**config.mk**
```make
export PLATFORM = sky130hd
export DESIGN_NAME = clipped_color_key_sprite_blit
export DESIGN_NICKNAME = d
export VERILOG_FILES = /design/src/hdl/ccksb_pkg.sv /design/src/hdl/ccksb_cfg.sv /design/src/hdl/ccksb_track.sv /design/src/hdl/ccksb_place.sv /design/src/hdl/clipped_color_key_sprite_blit.sv
export SDC_FILE = /design/constraint.sdc
export NUM_CORES = 1
export LEC_CHECK = 0
export BUFFER_PORTS_ARGS = -buffer_cell sky130_fd_sc_hd__buf_2
export CORE_MARGIN = 4
export CORE_UTILIZATION = 55
export CTS_BUF_LIST = sky130_fd_sc_hd__clkbuf_4
export DETAILED_ROUTE_END_ITERATION = 12
export PLACE_DENSITY = 0.84
export SLEW_MARGIN = 20
export SYNTH_ARGS = -nofsm -noshare
export SYNTH_HDL_FRONTEND = slang
export SYNTH_SLANG_ARGS = --single-unit
```
**constraint.sdc**
```tcl
create_clock -name clk -period 3.3 [get_ports clk]
set_clock_uncertainty 0.15 [all_clocks]
set_input_delay 0.99 -clock clk [delete_from_list [all_inputs] [get_ports clk]]
set_output_delay 0.99 -clock clk [all_outputs]
set_load 0.02 [all_outputs]
```
**src/hdl/ccksb_pkg.sv**
```systemverilog
`default_nettype none
// ----------------------------------------------------------------------------
// Color-keyed sprite blitter package
// Shared types, register indexes and widths for the sprite blitter.
// ----------------------------------------------------------------------------
package ccksb_pkg;

    localparam int DEF_SCREEN_WIDTH  = 80;
    localparam int DEF_SCREEN_HEIGHT = 64;

    localparam int ADDR_W  = 13;
    localparam int PIX_W   = 16;
    localparam int CFG_W   = 17;
    localparam int IDX_W   = 3;
    localparam int POS_W   = 10;

    localparam logic [IDX_W-1:0] REG_DEST_X        = 3'd0;
    localparam logic [IDX_W-1:0] REG_DEST_Y        = 3'd1;
    localparam logic [IDX_W-1:0] REG_SPRITE_WIDTH  = 3'd2;
    localparam logic [IDX_W-1:0] REG_SPRITE_HEIGHT = 3'd3;
    localparam logic [IDX_W-1:0] REG_KEY_COLOR     = 3'd4;
    localparam logic [IDX_W-1:0] REG_PIXEL_MODE    = 3'd5;

    localparam logic MODE_8BIT  = 1'b0;
    localparam logic MODE_16BIT = 1'b1;

    typedef struct packed {
        logic [PIX_W-1:0] pixel_value;
        logic             first_pixel;
    } in_item_t;

    typedef struct packed {
        logic [ADDR_W-1:0] write_address;
        logic [PIX_W-1:0]  write_value;
    } out_item_t;

    typedef struct packed {
        logic signed [8:0]  dest_x;
        logic signed [8:0]  dest_y;
        logic [7:0]         sprite_width;
        logic [7:0]         sprite_height;
        logic signed [16:0] key_color;
        logic               pixel_mode;
    } cfg_t;

    typedef struct packed {
        logic signed [POS_W-1:0] sx;
        logic signed [POS_W-1:0] sy;
        logic [PIX_W-1:0]        pix;
    } place_t;

endpackage : ccksb_pkg
`default_nettype wire

```
**src/hdl/ccksb_cfg.sv**
```systemverilog
`default_nettype none
// ----------------------------------------------------------------------------
// Configuration registers
// Holds the destination, sprite size, color key and pixel mode.
// ----------------------------------------------------------------------------
module ccksb_cfg (
    input  wire logic                     clk,
    input  wire logic                     rst_n,
    input  wire logic                     cfg_we,
    input  wire logic [ccksb_pkg::IDX_W-1:0] cfg_index,
    input  wire logic [ccksb_pkg::CFG_W-1:0] cfg_data,
    output ccksb_pkg::cfg_t               cfg
);
    import ccksb_pkg::*;

    cfg_t cfg_reg;

    always_ff @(posedge clk or negedge rst_n)
    begin
        if (!rst_n)
        begin
            cfg_reg.dest_x        <= '0;
            cfg_reg.dest_y        <= '0;
            cfg_reg.sprite_width  <= 8'd1;
            cfg_reg.sprite_height <= 8'd1;
            cfg_reg.key_color     <= '1;
            cfg_reg.pixel_mode    <= MODE_8BIT;
        end
        else if (cfg_we)
        begin
            unique case (cfg_index)
                REG_DEST_X:        cfg_reg.dest_x        <= cfg_data[8:0];
                REG_DEST_Y:        cfg_reg.dest_y        <= cfg_data[8:0];
                REG_SPRITE_WIDTH:  cfg_reg.sprite_width  <= cfg_data[7:0];
                REG_SPRITE_HEIGHT: cfg_reg.sprite_height <= cfg_data[7:0];
                REG_KEY_COLOR:     cfg_reg.key_color     <= cfg_data;
                REG_PIXEL_MODE:    cfg_reg.pixel_mode    <= cfg_data[0];
                default:           ;
            endcase
        end
    end

    assign cfg = cfg_reg;

endmodule : ccksb_cfg
`default_nettype wire

```
**src/hdl/ccksb_track.sv**
```systemverilog
`default_nettype none
// ----------------------------------------------------------------------------
// Sprite position tracker
// Steps the column and row counters and registers each item with its screen
// position.
// ----------------------------------------------------------------------------
module ccksb_track (
    input  wire logic                clk,
    input  wire logic                rst_n,
    input  wire ccksb_pkg::cfg_t     cfg,
    input  wire logic                in_fire,
    input  wire ccksb_pkg::in_item_t in_data,
    input  wire logic                stage_move,
    output logic                     stage_valid,
    output ccksb_pkg::place_t        stage_data
);
    import ccksb_pkg::*;

    logic [7:0] column_count_reg;
    logic [7:0] column_count_next;
    logic [7:0] row_count_reg;
    logic [7:0] row_count_next;
    logic       stage_valid_reg;
    logic       stage_valid_next;
    place_t     stage_data_reg;
    place_t     stage_data_next;

    logic [7:0] col_cur;
    logic [7:0] row_cur;
    logic [7:0] col_last;
    logic [7:0] row_last;

    always_comb
    begin
        col_cur  = in_data.first_pixel ? 8'd0 : column_count_reg;
        row_cur  = in_data.first_pixel ? 8'd0 : row_count_reg;
        col_last = (cfg.sprite_width  == 8'd0) ? 8'd0 : cfg.sprite_width  - 8'd1;
        row_last = (cfg.sprite_height == 8'd0) ? 8'd0 : cfg.sprite_height - 8'd1;

        column_count_next = column_count_reg;
        row_count_next    = row_count_reg;
        if (in_fire)
        begin
            if (col_cur >= col_last)
            begin
                column_count_next = 8'd0;
                row_count_next    = (row_cur >= row_last) ? 8'd0 : row_cur + 8'd1;
            end
            else
            begin
                column_count_next = col_cur + 8'd1;
                row_count_next    = row_cur;
            end
        end

        stage_data_next.sx  = POS_W'(cfg.dest_x) + $signed({2'b00, col_cur});
        stage_data_next.sy  = POS_W'(cfg.dest_y) + $signed({2'b00, row_cur});
        stage_data_next.pix = (cfg.pixel_mode == MODE_8BIT)
                            ? {8'h00, in_data.pixel_value[7:0]}
                            : in_data.pixel_value;

        if (in_fire)
            stage_valid_next = 1'b1;
        else if (stage_move)
            stage_valid_next = 1'b0;
        else
            stage_valid_next = stage_valid_reg;
    end

    always_ff @(posedge clk or negedge rst_n)
    begin
        if (!rst_n)
        begin
            column_count_reg <= '0;
            row_count_reg    <= '0;
            stage_valid_reg  <= 1'b0;
        end
        else
        begin
            column_count_reg <= column_count_next;
            row_count_reg    <= row_count_next;
            stage_valid_reg  <= stage_valid_next;
        end
    end

    always_ff @(posedge clk)
    begin
        if (in_fire)
            stage_data_reg <= stage_data_next;
    end

    assign stage_valid = stage_valid_reg;
    assign stage_data  = stage_data_reg;

endmodule : ccksb_track
`default_nettype wire

```
**src/hdl/ccksb_place.sv**
```systemverilog
`default_nettype none
// ----------------------------------------------------------------------------
// Clip, key and address stage
// Drops off-screen and keyed pixels and registers the screen write.
// ----------------------------------------------------------------------------
module ccksb_place #(
    parameter int SCREEN_WIDTH  = ccksb_pkg::DEF_SCREEN_WIDTH,
    parameter int SCREEN_HEIGHT = ccksb_pkg::DEF_SCREEN_HEIGHT
) (
    input  wire logic                clk,
    input  wire logic                rst_n,
    input  wire ccksb_pkg::cfg_t     cfg,
    input  wire logic                stage_valid,
    input  wire ccksb_pkg::place_t   stage_data,
    output logic                     stage_move,
    output logic                     out_valid,
    input  wire logic                out_ready,
    output ccksb_pkg::out_item_t     out_data
);
    import ccksb_pkg::*;

    localparam logic [10:0] SW_L = 11'(SCREEN_WIDTH);
    localparam logic [10:0] SH_L = 11'(SCREEN_HEIGHT);

    logic      out_valid_reg;
    logic      out_valid_next;
    out_item_t out_data_reg;
    out_item_t out_data_next;
    logic      on_screen;
    logic      keyed;
    logic      keep;

    always_comb
    begin
        on_screen = !stage_data.sx[POS_W-1] && !stage_data.sy[POS_W-1]
                 && ({2'b00, stage_data.sx[8:0]} < SW_L)
                 && ({2'b00, stage_data.sy[8:0]} < SH_L);
        keyed = !cfg.key_color[16] && (cfg.key_color[15:0] == stage_data.pix);
        keep  = stage_valid && on_screen && !keyed;

        stage_move = !out_valid_reg || out_ready;

        out_data_next.write_address = ADDR_W'(stage_data.sy[8:0]) * ADDR_W'(SW_L)
                                    + ADDR_W'(stage_data.sx[8:0]);
        out_data_next.write_value = stage_data.pix;

        if (stage_move)
            out_valid_next = keep;
        else
            out_valid_next = out_valid_reg;
    end

    always_ff @(posedge clk or negedge rst_n)
    begin
        if (!rst_n)
            out_valid_reg <= 1'b0;
        else
            out_valid_reg <= out_valid_next;
    end

    always_ff @(posedge clk)
    begin
        if (stage_move && keep)
            out_data_reg <= out_data_next;
    end

    assign out_valid = out_valid_reg;
    assign out_data  = out_data_reg;

endmodule : ccksb_place
`default_nettype wire

```
**src/hdl/clipped_color_key_sprite_blit.sv**
```systemverilog
`default_nettype none
// Stages: two register stages; an accepted item is held in the input register
// and then in the result register, which offers its screen write.
// Throughput: one item per cycle; the input register and result register
// advance together whenever the result register is empty or taken.
// Reset: asynchronous and active low; clears the counters, the valid flags
// and the configuration registers to their defaults.
// ----------------------------------------------------------------------------
// Color-keyed sprite blitter with clipping
// Places sprite pixels on the screen, drops clipped and keyed ones and emits
// one screen write for each remaining item.
// ----------------------------------------------------------------------------
module clipped_color_key_sprite_blit #(
    parameter int SCREEN_WIDTH  = ccksb_pkg::DEF_SCREEN_WIDTH,
    parameter int SCREEN_HEIGHT = ccksb_pkg::DEF_SCREEN_HEIGHT
) (
    input  wire logic                        clk,
    input  wire logic                        rst_n,
    input  wire logic                        in_valid,
    output logic                             in_ready,
    input  wire ccksb_pkg::in_item_t         in_data,
    output logic                             out_valid,
    input  wire logic                        out_ready,
    output ccksb_pkg::out_item_t             out_data,
    input  wire logic                        cfg_we,
    input  wire logic [ccksb_pkg::IDX_W-1:0] cfg_index,
    input  wire logic [ccksb_pkg::CFG_W-1:0] cfg_data
);
    import ccksb_pkg::*;

    cfg_t   cfg;
    logic   in_fire;
    logic   stage_valid;
    logic   stage_move;
    place_t stage_data;

    assign in_ready = !stage_valid || stage_move;
    assign in_fire  = in_valid && in_ready;

    ccksb_cfg u_cfg (
        .clk       (clk),
        .rst_n     (rst_n),
        .cfg_we    (cfg_we),
        .cfg_index (cfg_index),
        .cfg_data  (cfg_data),
        .cfg       (cfg)
    );

    ccksb_track u_track (
        .clk         (clk),
        .rst_n       (rst_n),
        .cfg         (cfg),
        .in_fire     (in_fire),
        .in_data     (in_data),
        .stage_move  (stage_move),
        .stage_valid (stage_valid),
        .stage_data  (stage_data)
    );

    ccksb_place #(
        .SCREEN_WIDTH  (SCREEN_WIDTH),
        .SCREEN_HEIGHT (SCREEN_HEIGHT)
    ) u_place (
        .clk         (clk),
        .rst_n       (rst_n),
        .cfg         (cfg),
        .stage_valid (stage_valid),
        .stage_data  (stage_data),
        .stage_move  (stage_move),
        .out_valid   (out_valid),
        .out_ready   (out_ready),
        .out_data    (out_data)
    );

endmodule : clipped_color_key_sprite_blit
`default_nettype wire

```
==> flow_metrics.env, run 1 <==
export IMPL_cp_arrival_ns=3.57
export IMPL_grt_pass1_vias=5037
export IMPL_fmax_mhz=308
export IMPL_postSynthAreaPerCell_um2=12.3
export IMPL_coreArea_um2=12600
export IMPL_drv_slew=0
export IMPL_async_reset_ff_frac=0.519
export IMPL_syn_inst=580
export IMPL_peakVddDrop_mv=0.350
export IMPL_layout_common_cells="buf_2, edfxtp_1, ha_1, dfrtp_1, mux2_2"
export IMPL_cts_tree="built"
export IMPL_synth_seq_area_share=0.524
export IMPL_netlist_top_cells_area="edfxtp_1, dfrtp_1, ha_1"
export IMPL_grt_max_degree=71
export IMPL_cts_hold_buffers=0
export IMPL_synth_flop_cell="edfxtp_1"
export IMPL_grt_pass1_wl_um=24700
export IMPL_routed_wl_um=15100
export IMPL_clkSinkCount=135
export IMPL_ys_warn_count=0
export IMPL_crit_fanout=5
export IMPL_place_congestion=0.914
export IMPL_wire_per_inst_um=17.1
export IMPL_final_common_cell="buf_2"
export IMPL_clock_latency_ns=0.57
export IMPL_clock_root_buffer="clkbuf_4"
export IMPL_io_pins=73
export IMPL_antenna_found_initial=1
export IMPL_netlist_area_um2=7110
export IMPL_power_w=0.00440
export IMPL_synthToLayoutAreaGrowth_pct=15.8
export IMPL_timing_final_crit_share=0.984
export IMPL_h_tree_depth=4
export IMPL_tightestPinTransition_ns=0.541
export IMPL_clkTransAtPathRegs_ns=0.12
export IMPL_p_leak_nw=3.55
export IMPL_finalSetupViolations=0
export IMPL_rows=41
export IMPL_nNetsFinal=787
export IMPL_largest_reg_flops=52
export IMPL_status="finished, final reports clean"
export IMPL_yosysTopAreaCell="edfxtp_1"
export IMPL_ys_ff_latch=135
export IMPL_hpwl_um=11100
export IMPL_timing_rr_start="u_cfg.cfg[19]$_DFFE_PN0P_"
export IMPL_fin_crit_ns=3.25
export IMPL_synth_top_area_frac=0.274
export IMPL_drc=0
export IMPL_first_pass_iters=7
export IMPL_die_w_um=122
export IMPL_syn_nets=678
export IMPL_multi_input_area_um2=3350
export IMPL_finalHoldViolations=0
export IMPL_regArea_um2=3730
export IMPL_route_vias_total=4921
export IMPL_rsz0062_at_grt="yes"
export IMPL_slew_headroom=0.638
export IMPL_p_per_area_nw_per_um2=534
export IMPL_crit_required_ns=3.62
export IMPL_fillerInstances=954
export IMPL_cts_buffer_depth=2
export IMPL_grt_overflow_total=0
export IMPL_cp_start_kind="flop"
export IMPL_end_kind="flop"
export IMPL_worstSetupPathType="flop to flop"
export IMPL_start_util=0.564
export IMPL_drive_gt1_frac=0.308
export IMPL_synth_edf_count=65
export IMPL_numCtsBuffers=17
export IMPL_worstHoldPathType="primary input to async pin"
export IMPL_dieHeight_um=122
export IMPL_io_buffers=72
export IMPL_cap_violations=0
export IMPL_post_place_cells=837
export IMPL_instances_no_fill=878
export IMPL_vias_per_cell=5.60
export IMPL_grt_usage=0.215
export IMPL_synth_cell_type_count=62
export IMPL_design_die_area_um2=14800
export IMPL_drtIter0Drc=301
export IMPL_startpoint="u_cfg.cfg[19]$_DFFE_PN0P_"
export IMPL_ant_nets=0
-- layout make-up --
class / count / share of cell area
repair buffers: 98 / 0.0725
flip-flops and latches: 135 / 0.453
clock buffers: 17 / 0.0155
diodes: 4 / 0.00122
well taps: 172 / 0.0261
multi-input cells: 410 / 0.407
clock inverters: 15 / 0.0128
inverters: 27 / 0.0123
-- critical path, stage by stage (launching register included) --
cell      delay (ns)
dfrtp_1         0.42
inv_2           0.09
ha_4            0.14
nand2_2         0.05
or2_4           0.26
or4_4           0.53
and2_4          0.17
ha_1            0.26
nand2b_4        0.12
a31oi_4         0.10
o311a_4         0.40
a21boi_1        0.17
o21ai_1         0.10
a22o_1          0.19
-- worst paths after layout --
check	endpoint	slack [ns]	cells after the start
setup / recovery	u_track.row_count_reg[3]$_DFFE_PN0P_	0.05	13
hold / removal	u_track.row_count_reg[5]$_DFFE_PN0P_	0.27	2
setup reg to reg	u_track.row_count_reg[3]$_DFFE_PN0P_	0.05	13
hold reg to reg	u_place.out_data[18]$_DFFE_PP_	0.29	0
max in group asynchronous	u_cfg.cfg[17]$_DFFE_PN1P_	2.37	2
min in group clk	u_place.out_data[18]$_DFFE_PP_	0.29	0
-- cells in the mapped netlist, types with 2 or more instances --
| cell | instances |
|---|---|
| a21boi_1 | 2 |
| xnor2_1 | 38 |
| o311ai_0 | 2 |
| nand2_1 | 41 |
| a22o_1 | 4 |
| ha_1 | 52 |
| clkbuf_1 | 3 |
| mux2_2 | 39 |
| and2_1 | 13 |
| edfxtp_1 | 65 |
| mux2i_1 | 3 |
| nor3_1 | 11 |
| nor2b_1 | 25 |
| inv_1 | 27 |
| o21ai_0 | 25 |
| xor2_1 | 9 |
| nor2_1 | 19 |
| a211o_1 | 2 |
| dfstp_2 | 19 |
| nand4_1 | 5 |
| nand2b_1 | 7 |
| fa_1 | 4 |
| a21oi_1 | 20 |
| nand3b_1 | 2 |
| o21bai_1 | 4 |
| o21ai_1 | 4 |
| mux2_1 | 10 |
| o2111ai_1 | 2 |
| nor3b_1 | 4 |
| dfrtp_1 | 51 |
| nand4b_1 | 2 |
| and3_1 | 5 |
| nand3_1 | 12 |
| a21o_1 | 9 |
| o31ai_1 | 3 |
| nor3_4 | 2 |
| buf_6 | 2 |
| o21a_1 | 3 |
| nor3b_4 | 2 |
| nor4b_1 | 2 |
| nor4_1 | 4 |
| a31oi_1 | 2 |
-- kinds of logic (layout without fill, tap and decap cells) --
group	count (synthesis)	in the layout	synth area share
AOI/OAI and AO/OA	92	92	0.0839
DFF	135	135	0.524
adders and majority gates	56	56	0.103
other	0	4	0
xor gates and xnor gates	47	47	0.0579
muxes	52	52	0.0818
buffers and inverters	35	157	0.0215
and+or+nand+nor	163	163	0.128
-- metal layers --
layer,vias to the layer above,share of wire,global-route usage
met5,-,0,0
met4,0,0.022,0.0658
met3,29,0.054,0.0571
met2,158,0.52,0.375
met1,2397,0.41,0.261
li1,2337,-,-
-- what timing repair did --
| action | 4_1_cts | 5_1_grt |
|---|---|---|
| gates resized for setup | 1 | 26 |
| buffers inserted | 0 | 5 |
| pin swaps | 1 | 9 |
| setup endpoints to repair | 3 | 13 |
-- report_power, final --
part	total [W]	internal, W	switching (W)
combinational	0.00121	0.000595	0.000617
clock	0.000918	0.000298	0.000620
sequential	0.00227	0.00209	0.000181
-- metrics by stage --
stage	instance area, um2	hold slack (ns)	setup slack, ns	setup TNS (ns)	utilization
after floorplan	7120	0.250	0.0204	0	-
after global placement	7830	0.256	0.0651	0	0.620
after detailed placement	7830	0.255	-0.0743	-0.140	0.620
after CTS	8060	0.274	0.00864	0	0.639
after global routing	8240	0.281	-0.0371	-0.158	0.653
final	8240	0.271	0.0513	0	0.653
(Power assumes the default switching activity.)
==> inputs of run 2 (changes only) <==
--- a/config.mk
+++ b/config.mk
@@ -10,7 +10,7 @@
 export CORE_UTILIZATION = 55
 export CTS_BUF_LIST = sky130_fd_sc_hd__clkbuf_4
 export DETAILED_ROUTE_END_ITERATION = 12
-export PLACE_DENSITY = 0.84
+export PLACE_DENSITY_LB_ADDON = 0.08
 export SLEW_MARGIN = 20
 export SYNTH_ARGS = -nofsm -noshare
 export SYNTH_HDL_FRONTEND = slang
==> run 2 against run 1 <==
Effect of this change: utilization up 0.35 points; setup slack worse by 0.021 ns; final area grew 0.53%; total power increased by 2.9%; wire length is 2.7% lower; count of clock-buffer cells in the layout is 3 higher; via count shrank 2.3%; global-route usage down 0.46 points; sequential share of layout area fell by 0.24 points; register-to-register slack worse by 0.02 ns; critical path type unchanged; critical endpoint is now u_track.row_count_reg[2]$_DFFE_PN0P_; largest cell class unchanged.
==> flow_metrics.env, run 2 (same netlist as run 1, synthesis figures left out) <==
export IMPL_antenna_found_initial=0
export IMPL_die_w_um=122
export IMPL_io_buffers=72
export IMPL_fmax_mhz=306
export IMPL_status="finished, final reports clean"
export IMPL_grt_pass1_wl_um=24000
export IMPL_worstHoldPathType="primary input to async pin"
export IMPL_crit_required_ns=3.58
export IMPL_worstPathCellList="inv_2 -> ha_4 -> nand2_2 -> or2_4 -> or4_4 -> and2_4 -> ha_1 -> nand2b_4 -> a31oi_4 -> o311a_4 -> nand2_1 -> o221ai_1 -> a22o_1"
export IMPL_cts_tree="built"
export IMPL_crit_slowest_cell="or4_4"
export IMPL_cts_buffer_depth=2
export IMPL_timing_final_crit_share=0.991
export IMPL_tightestPinTransition_ns=0.723
export IMPL_grt_usage=0.210
export IMPL_clkSinkCount=135
export IMPL_fin_ws_ns=0.0305
export IMPL_crit_fanout=6
export IMPL_io_pins=73
export IMPL_seqPwrFrac=0.500
export IMPL_design_die_area_um2=14800
export IMPL_vias_per_cell=5.49
export IMPL_end_kind="flop"
export IMPL_grt_use_met3=0.0543
export IMPL_drtIter0Drc=267
export IMPL_start_util=0.564
export IMPL_rows=41
export IMPL_regArea_um2=3730
export IMPL_h_tree_depth=4
export IMPL_peakVddDrop_mv=0.330
export IMPL_switching_power_w=0.00137
export IMPL_finalSetupViolations=0
export IMPL_drc=0
export IMPL_cap_violations=0
export IMPL_cp_start_kind="flop"
export IMPL_finalHoldViolations=0
export IMPL_synthToLayoutAreaGrowth_pct=16.4
export IMPL_dieHeight_um=122
export IMPL_largest_reg_flops=52
export IMPL_drive_gt1_frac=0.310
export IMPL_nNetsFinal=789
export IMPL_grtUsageMet1=0.274
export IMPL_p_leak_nw=3.59
export IMPL_worstSetupPathType="flop to flop"
export IMPL_busiest_layer="met2"
export IMPL_routed_wl_um=14700
export IMPL_drv_slew=0
export IMPL_hpwl_um=10900
export IMPL_rsz0062_at_grt="yes"
export IMPL_dp_slack_ns=-0.180
export IMPL_ant_nets=0
export IMPL_coreArea_um2=12600
export IMPL_clkTransAtPathRegs_ns=0.13
export IMPL_slew_headroom=0.516
export IMPL_path_buf_inv=1
export IMPL_grt_pass1_vias=4950
export IMPL_critPathMaxStageDelay_ns=0.53
export IMPL_p_per_area_nw_per_um2=546
export IMPL_n_antenna_cell=0
export IMPL_layout_common_cells="buf_2, edfxtp_1, dfrtp_1, ha_1"
export IMPL_place_congestion=0.842
export IMPL_multi_input_area_um2=3390
export IMPL_clock_latency_ns=0.55
export IMPL_wire_per_inst_um=16.7
export IMPL_fin_crit_ns=3.27
export IMPL_final_common_cell="buf_2"
export IMPL_grt_overflow_total=0
export IMPL_cell_internal_pwr_w=0.00315
export IMPL_power_frac_comb=0.271
export IMPL_clock_root_buffer="clkbuf_4"
export IMPL_placedInstanceArea_um2=7820
export IMPL_grt_max_degree=71
export IMPL_p_clk_frac=0.229
export IMPL_cts_hold_buffers=0
export IMPL_cp_arrival_ns=3.55
export IMPL_p_sw_frac=0.303
export IMPL_cp_top_family="simple AND/OR/NAND/NOR gates"
export IMPL_design_area_um2=8280
export IMPL_met2_usage=0.334
export IMPL_route_vias_total=4808
export IMPL_first_pass_iters=4
export IMPL_fillerInstances=989
export IMPL_numCtsBuffers=17
run 2: cell count changes in the layout (fill, tap and decap cells not counted), moves of 2 or more:
| cell | delta |
|---|---|
| buf_4 | +3 |
| o21ai_2 | +2 |
| clkinv_4 | -5 |
| diode_2 | -4 |
| clkinv_2 | +4 |
| clkbuf_4 | +3 |
| inv_6 | -3 |
| buf_12 | -2 |
| bufinv_16 | +2 |
run 2: final timing paths:
check                                            startpoint                                    to  slack [ns]  cells past startpoint
setup reg to reg                  u_cfg.cfg[19]$_DFFE_PN0P_  u_track.row_count_reg[2]$_DFFE_PN0P_        0.03                     13
max in group asynchronous                             rst_n             u_cfg.cfg[10]$_DFFE_PN1P_        2.34                      2
hold / removal                                        rst_n             u_cfg.cfg[43]$_DFFE_PN0P_        0.28                      2
hold reg to reg            u_track.stage_data[26]$_DFFE_PP_        u_place.out_data[16]$_DFFE_PP_        0.29                      0
setup / recovery                  u_cfg.cfg[19]$_DFFE_PN0P_  u_track.row_count_reg[2]$_DFFE_PN0P_        0.03                     13
min in group clk           u_track.stage_data[26]$_DFFE_PP_        u_place.out_data[16]$_DFFE_PP_        0.29                      0
run 2: metal layers:
metal | share of wire | wire, um
met5 | 0 | 0
met1 | 0.45 | 6530
met4 | 0.031 | 447
met2 | 0.49 | 7120
met3 | 0.038 | 554
run 2: power groups by stage:
| stage | clock [W] | combinational [W] | sequential, W |
|---|---|---|---|
| 2_1_floorplan | 0 | 0.000845 | 0.00224 |
| 3_3_place_gp | 0 | 0.00105 | 0.00228 |
| 3_5_place_dp | 0 | 0.00110 | 0.00229 |
| 4_1_cts | 0.00107 | 0.00111 | 0.00226 |
| 5_1_grt | 0.00114 | 0.00138 | 0.00229 |
| 6_report | 0.00103 | 0.00122 | 0.00226 |
run 2: area by class of cell:
cell class                      count  share of cell area
Clock buffer                       20              0.0181
Clock inverter                     12              0.0135
Inverter                           27              0.0122
Multi-Input combinational cell    411               0.410
Sequential cell                   135               0.450
Tap cell                          172              0.0260
Timing Repair Buffer               99              0.0700
run 2: stage by stage:
step           instances  power (W)  TNS, ns  hold WS, ns  utilization
6_report             876    0.00452        0        0.285        0.656
5_1_grt              876    0.00481   -0.271        0.272        0.656
4_1_cts              870    0.00444        0        0.273        0.641
3_5_place_dp         838    0.00339   -0.271        0.258        0.620
3_3_place_gp         838    0.00334   -0.122        0.258        0.620
2_1_floorplan        580    0.00308        0        0.250            -
run 2: timing repair:
item	4_1_cts	5_1_grt
gates cloned	0	1
gates resized for setup	3	25
setup endpoints to repair	3	11
setup buffers	0	5
pin swaps	1	13
run 2: worst reg2reg max path: cells and delay by family (launching register included):
family / cells / cell delay [ns]
adders and majority gates: 2 / 0.40
buffers and inverters: 1 / 0.10
and+or+nand+nor: 6 / 1.27
DFF: 1 / 0.42
AOI/OAI and AO/OA: 4 / 0.81
